$ cat config.mk
export PLATFORM = sky130hd
export DESIGN_NAME = stable_insertion_sorter
export DESIGN_NICKNAME = d
export VERILOG_FILES = /design/src/sis_pkg.sv /design/src/sis_cell.sv /design/src/stable_insertion_sorter.sv
export SDC_FILE = /design/constraint.sdc
export NUM_CORES = 2
export LEC_CHECK = 0
export BUFFER_PORTS_ARGS = -buffer_cell sky130_fd_sc_hd__buf_2
export CAP_MARGIN = 20
export CORE_MARGIN = 5
export CORE_UTILIZATION = 65
export DETAILED_ROUTE_END_ITERATION = 8
export PLACE_DENSITY = 0.82
export REMOVE_ABC_BUFFERS = 1
export SLEW_MARGIN = 0
export SYNTH_ARGS = -nofsm -noshare
export SYNTH_HDL_FRONTEND = slang
export SYNTH_SLANG_ARGS = --single-unit
$ cat constraint.sdc
create_clock -name clk -period 12.64 [get_ports clk]
set_clock_uncertainty 0.2 [all_clocks]
set_input_delay 2.528 -clock clk [delete_from_list [all_inputs] [get_ports clk]]
set_output_delay 2.528 -clock clk [all_outputs]
set_load 0.01 [all_outputs]
$ cat src/sis_pkg.sv
`timescale 1ns / 1ps
`default_nettype none
// ---------------------------------------------------------------------------
// sis_pkg
// shared constants and types of the stable insertion sorter
// ---------------------------------------------------------------------------
package sis_pkg;

    localparam int DEPTH   = 16;
    localparam int CNT_W   = $clog2(DEPTH + 1);
    localparam int VALUE_W = 32;

    // per-cycle command broadcast to every cell of the chain
    typedef struct packed {
        logic insert;
        logic shift;
    } cell_ctrl_t;

endpackage
`default_nettype wire

$ cat src/sis_cell.sv
`timescale 1ns / 1ps
`default_nettype none
// ---------------------------------------------------------------------------
// sis_cell
// one slot of the sorted chain: compares against the new key, takes the key
// or its left neighbor's value on insert and its right neighbor's on unload
// ---------------------------------------------------------------------------
module sis_cell
(
    input  wire logic                          clk,
    input  wire sis_pkg::cell_ctrl_t           ctrl,
    input  wire logic                          occupied,
    input  wire logic signed [sis_pkg::VALUE_W-1:0] key,
    input  wire logic                          prev_take,
    input  wire logic signed [sis_pkg::VALUE_W-1:0] prev_value,
    input  wire logic signed [sis_pkg::VALUE_W-1:0] next_value,
    output logic                               take,
    output logic signed [sis_pkg::VALUE_W-1:0] value
);

    logic signed [sis_pkg::VALUE_W-1:0] value_reg;
    logic signed [sis_pkg::VALUE_W-1:0] value_next;

    // strictly greater keeps equal entries ahead of the new one
    assign take  = !occupied || (value_reg > key);
    assign value = value_reg;

    always_comb
    begin
        value_next = value_reg;
        if (ctrl.insert && take)
        begin
            value_next = prev_take ? prev_value : key;
        end
        else if (ctrl.shift)
        begin
            value_next = next_value;
        end
    end

    always_ff @(posedge clk)
    begin
        value_reg <= value_next;
    end

endmodule
`default_nettype wire

$ cat src/stable_insertion_sorter.sv
`timescale 1ns / 1ps
`default_nettype none
// ---------------------------------------------------------------------------
// stable_insertion_sorter
// stable ascending sort of signed 32-bit batches in a chain of cells
// ---------------------------------------------------------------------------
// Values stream in on the slave side, one request per cycle, and each is
// inserted on acceptance into a chain of DEPTH cells that compare against
// it in parallel; equal values keep arrival order. Values arriving with the
// chain full are dropped and flag overflow on the batch. The request marked
// tlast closes the batch: the chain then unloads from its head, one result
// per cycle that the master side accepts, tlast on the final one, and the
// slave side is held off until the batch has left. A batch of n values thus
// unloads as min(n, DEPTH) results, paced by the single output port at the
// head of the chain.
// ---------------------------------------------------------------------------
module stable_insertion_sorter
(
    input  wire logic        clk,
    input  wire logic        rst_n,
    input  wire logic        s_axis_tvalid,
    output logic             s_axis_tready,
    input  wire logic [31:0] s_axis_tdata,   // [31:0] value
    input  wire logic        s_axis_tlast,   // is_last
    output logic             m_axis_tvalid,
    input  wire logic        m_axis_tready,
    output logic [31:0]      m_axis_tdata,   // [31:0] sorted_value
    output logic             m_axis_tlast,   // last_out
    output logic             m_axis_tuser    // overflow
);

    localparam int D = sis_pkg::DEPTH;
    localparam int W = sis_pkg::VALUE_W;
    localparam int C = sis_pkg::CNT_W;

    typedef enum logic { FILL, DRAIN } state_t;

    state_t          state_reg, state_next;
    logic [C-1:0]    count_reg, count_next;
    logic            flag_reg, flag_next;

    logic            in_acc, out_acc, full;
    sis_pkg::cell_ctrl_t ctrl;

    logic [D-1:0]          occ;
    logic [D-1:0]          take;
    logic signed [W-1:0]   cell_value [D];
    logic signed [W-1:0]   key;

    assign key           = $signed(s_axis_tdata);
    assign full          = (count_reg == C'(D));
    assign s_axis_tready = (state_reg == FILL);
    assign in_acc        = s_axis_tvalid && s_axis_tready;
    assign m_axis_tvalid = (state_reg == DRAIN);
    assign out_acc       = m_axis_tvalid && m_axis_tready;

    assign ctrl.insert = in_acc && !full;
    assign ctrl.shift  = out_acc;

    assign m_axis_tdata = cell_value[0];
    assign m_axis_tlast = (count_reg == C'(1));
    assign m_axis_tuser = flag_reg;

    genvar g;
    generate
        for (g = 0; g < D; g++)
        begin : g_cell
            logic                prev_take;
            logic signed [W-1:0] prev_value;
            logic signed [W-1:0] next_value;

            assign occ[g] = (C'(g) < count_reg);

            if (g == 0)
            begin : g_head
                assign prev_take  = 1'b0;
                assign prev_value = key;
            end
            else
            begin : g_body
                assign prev_take  = take[g-1];
                assign prev_value = cell_value[g-1];
            end

            if (g == D - 1)
            begin : g_tail
                assign next_value = cell_value[g];
            end
            else
            begin : g_inner
                assign next_value = cell_value[g+1];
            end

            sis_cell u_cell
            (
                .clk        (clk),
                .ctrl       (ctrl),
                .occupied   (occ[g]),
                .key        (key),
                .prev_take  (prev_take),
                .prev_value (prev_value),
                .next_value (next_value),
                .take       (take[g]),
                .value      (cell_value[g])
            );
        end
    endgenerate

    always_comb
    begin
        state_next = state_reg;
        count_next = count_reg;
        flag_next  = flag_reg;
        case (state_reg)
            FILL:
            begin
                if (in_acc)
                begin
                    if (full)
                    begin
                        flag_next = 1'b1;
                    end
                    else
                    begin
                        count_next = count_reg + C'(1);
                    end
                    if (s_axis_tlast)
                    begin
                        state_next = DRAIN;
                    end
                end
            end
            DRAIN:
            begin
                if (out_acc)
                begin
                    count_next = count_reg - C'(1);
                    // batch done once the tail result leaves
                    if (count_reg == C'(1))
                    begin
                        state_next = FILL;
                        flag_next  = 1'b0;
                    end
                end
            end
            default:
            begin
                state_next = FILL;
            end
        endcase
    end

    always_ff @(posedge clk or negedge rst_n)
    begin
        if (!rst_n)
        begin
            state_reg <= FILL;
            count_reg <= '0;
            flag_reg  <= 1'b0;
        end
        else
        begin
            state_reg <= state_next;
            count_reg <= count_next;
            flag_reg  <= flag_next;
        end
    end

endmodule
`default_nettype wire
==> results.cfg <==
[status]
run_status = finished clean

[flow_run]
cap_violations = 0

[setup_path]
crit_fanout = 65
worstPathRequired_ps = 12750
setup.worst_path.class = in -> reg
cp_slowest_cell = nand2b_1
crit_path_start_kind = primary input
cp_data_arrival_time_ps = 7440
cp_common_cell = buf_4
max_stage_delay_ps = 690
cp_cell_sequence = buf_2 > inv_1 > ha_1 > nand4_1 > nor4_1 > a21boi_0 > o41a_1 > or3b_2 > buf_4 > and2_2 > buf_4 > nand2b_1 > buf_4
endpoint_kind = flop

[grt]
antenna_found_initial = 4
track_usage_pct = 31.5
grt_overflow = 0
grt_pass1_vias = 29076
grt_max_degree = 66
grt_pass1_wl_um = 161000

[pwr]
intPower_uw = 6920
ir_worst_vdd_mv = 0.208
p_comb_share_pct = 50.9
power_density_mw_per_mm2 = 293
netSwitchingFraction_pct = 42.3
power.leakage_uw = 0.0167
p_seq_share_pct = 34.7
p_clk_share_pct = 14.4
p_sw_uw = 5090

[place]
hpwlAfterDp_um = 76600
place.gp.congestion = 0.954
dp_slack_ps = 4750
io_buffers = 72

[timing]
worst_slew_pin_slew_ps = 1140
maxSlewHeadroom_pct = 23.5
hold_violations = 0
worst_slack_ps = 5310
min_period_over_period_pct = 58.0
setup-tns-final_ps = 0
slew_violations = 0
fin_crit_ps = 7330
setup_violations = 0
rsz0062_at_grt = false
fmax_ghz = 0.136

[synth]
yosysWarnings = 0
synth_cells = 3606
synth_cell_type_count = 72
synthMostInstantiatedCell = a21oi_1
yosysTopAreaCell = edfxtp_1
synth-edff-count = 512
synthArstFlopShare_pct = 1.35
synth-seq-cells = 519
syn_avg_cell_area_um2 = 10.5
synth_top_area_share_pct = 40.6
synth-main-ff-cell = edfxtp_1
synth_common_cells = 584 x a21oi_1, 515 x ha_1, 512 x edfxtp_1
yosys-top-cells-area = edfxtp_1 41%, ha_1 17%, mux2_2 8.0%
netlist_area_mm2 = 0.0379
seq_area_frac_synth_pct = 41.0

[route]
antenna_left = 0
wirelength_um = 103000
vias_per_cell = 6.68
drc = 0
routedWlPerCell_um = 23.2
vias = 29603
drt_iter0_markers = 3127
drtPass1Iterations = 6

[cells_and_area]
syn_to_final_growth_pct = 8.07
largest_reg_flops = 512
fin_nets = 4165
drive_above_1_share_pct = 14.7

[die]
ioPinCount = 73
die_w_um = 252
initial_core_util_pct = 65.7
die-height_um = 252
core-area_mm2 = 0.0577
placementRows = 88
die_area_mm2 = 0.0633

[clock_tree]
cts_root_buffer = clkbuf_16
clock_path_buffers = 3
hold_buffers = 0
clkTransAtPathRegs_ps = 60
cts_max_level = 2
cts_resized = 0
cts_sinks = 519
cts_setup_buffers = 0
tritoncts = done
cts_buffers = 58
insertion_delay_ps = 640

[min_path]
min_path_type = reg -> reg
==> logic make-up after synthesis <==
kind of cell / Yosys count / share of synthesized area (%)
AND/OR/NAND/NOR: 853 / 10.2
XOR/XNOR: 5 / 0.116
adder cells (fa/ha/maj): 515 / 17.0
AO/OA/AOI/OAI: 930 / 14.0
flip-flops: 519 / 41.0
buffers and inverters: 269 / 3.19
multiplexers: 515 / 14.5
==> cell usage in the layout (no fill, tap or decap), types with 45 or more instances in the layout <==
cell type / netlist / routed
mux2_2: 269 / 269
ha_1: 515 / 515
nand3_1: 48 / 48
a21o_1: 45 / 45
clkbuf_16: 0 / 59
mux2i_1: 235 / 235
buf_4: 8 / 66
inv_1: 73 / 73
nand2_1: 189 / 187
nor2_1: 389 / 388
nand4_1: 110 / 110
buf_2: 60 / 72
a21oi_1: 584 / 580
edfxtp_1: 512 / 512
o21ai_0: 113 / 111
==> metal layers <==
| layer | up-vias | wire length (µm) | track usage [%] | part of all wire [%] |
|---|---|---|---|---|
| li1 | 13806 | - | - | - |
| met1 | 14079 | 41800 | 43.0 | 41 |
| met2 | 1427 | 46900 | 50.9 | 46 |
| met3 | 289 | 9110 | 4.43 | 8.9 |
| met4 | 2 | 4890 | 13.3 | 4.8 |
| met5 | - | 15 | 0 | 0.015 |
==> stage by stage <==
step	power, µW	hold WS, ps	instances	util, %	instance area, µm²
5_1_grt	12800	391	4427	71.0	41000
6_report	12000	364	4429	71.0	41000
3_5_place_dp	10100	340	4314	67.6	39000
3_3_place_gp	9820	329	4313	67.5	38900
4_1_cts	11900	368	4421	70.8	40900
2_1_floorplan	8360	345	3410	-	37000
==> final timing paths <==
check	slack (ps)	to	cells after the start	from
hold reg to reg	360	m_axis_tuser$_DFFE_PN0P_	2	m_axis_tuser$_DFFE_PN0P_
hold / removal	360	m_axis_tuser$_DFFE_PN0P_	2	m_axis_tuser$_DFFE_PN0P_
max in group asynchronous	10550	count_reg[4]$_DFFE_PN0P_	1	rst_n
min in group asynchronous	1530	count_reg[0]$_DFFE_PN0P_	1	rst_n
setup / recovery	5310	g_cell[3].u_cell.value[23]$_DFFE_PP_	13	s_axis_tdata[27]
setup reg to reg	7670	g_cell[3].u_cell.value[23]$_DFFE_PP_	10	g_cell[3].u_cell.value[7]$_DFFE_PP_
==> power by group through the flow <==
stage | Clock, µW | Combinational [µW] | Sequential (µW)
detailed placement | 0 | 5950 | 4150
CTS | 1740 | 5990 | 4130
floorplan | 0 | 4520 | 3840
global route | 1810 | 6740 | 4260
finish | 1730 | 6110 | 4170
global placement | 0 | 5690 | 4130
==> critical path, delay by kind of cell <==
kind | cells | cell delay, ps
buffers and inverters | 5 | 2180
and+or+nand+nor | 5 | 1760
adders and majority gates | 1 | 520
AOI/OAI and AO/OA | 2 | 390
==> area by class of cell <==
type                       count  area [µm²]
antenna                        4        10.0
sequential                   519       15500
tap                          765         957
clock inverter                40         384
fill                        4082       16700
inverter                      73         274
multi-input combinational   2818       21300
clock buffer                  67        1510
timing repair buffer         143         973
(Power assumes the default switching activity.)
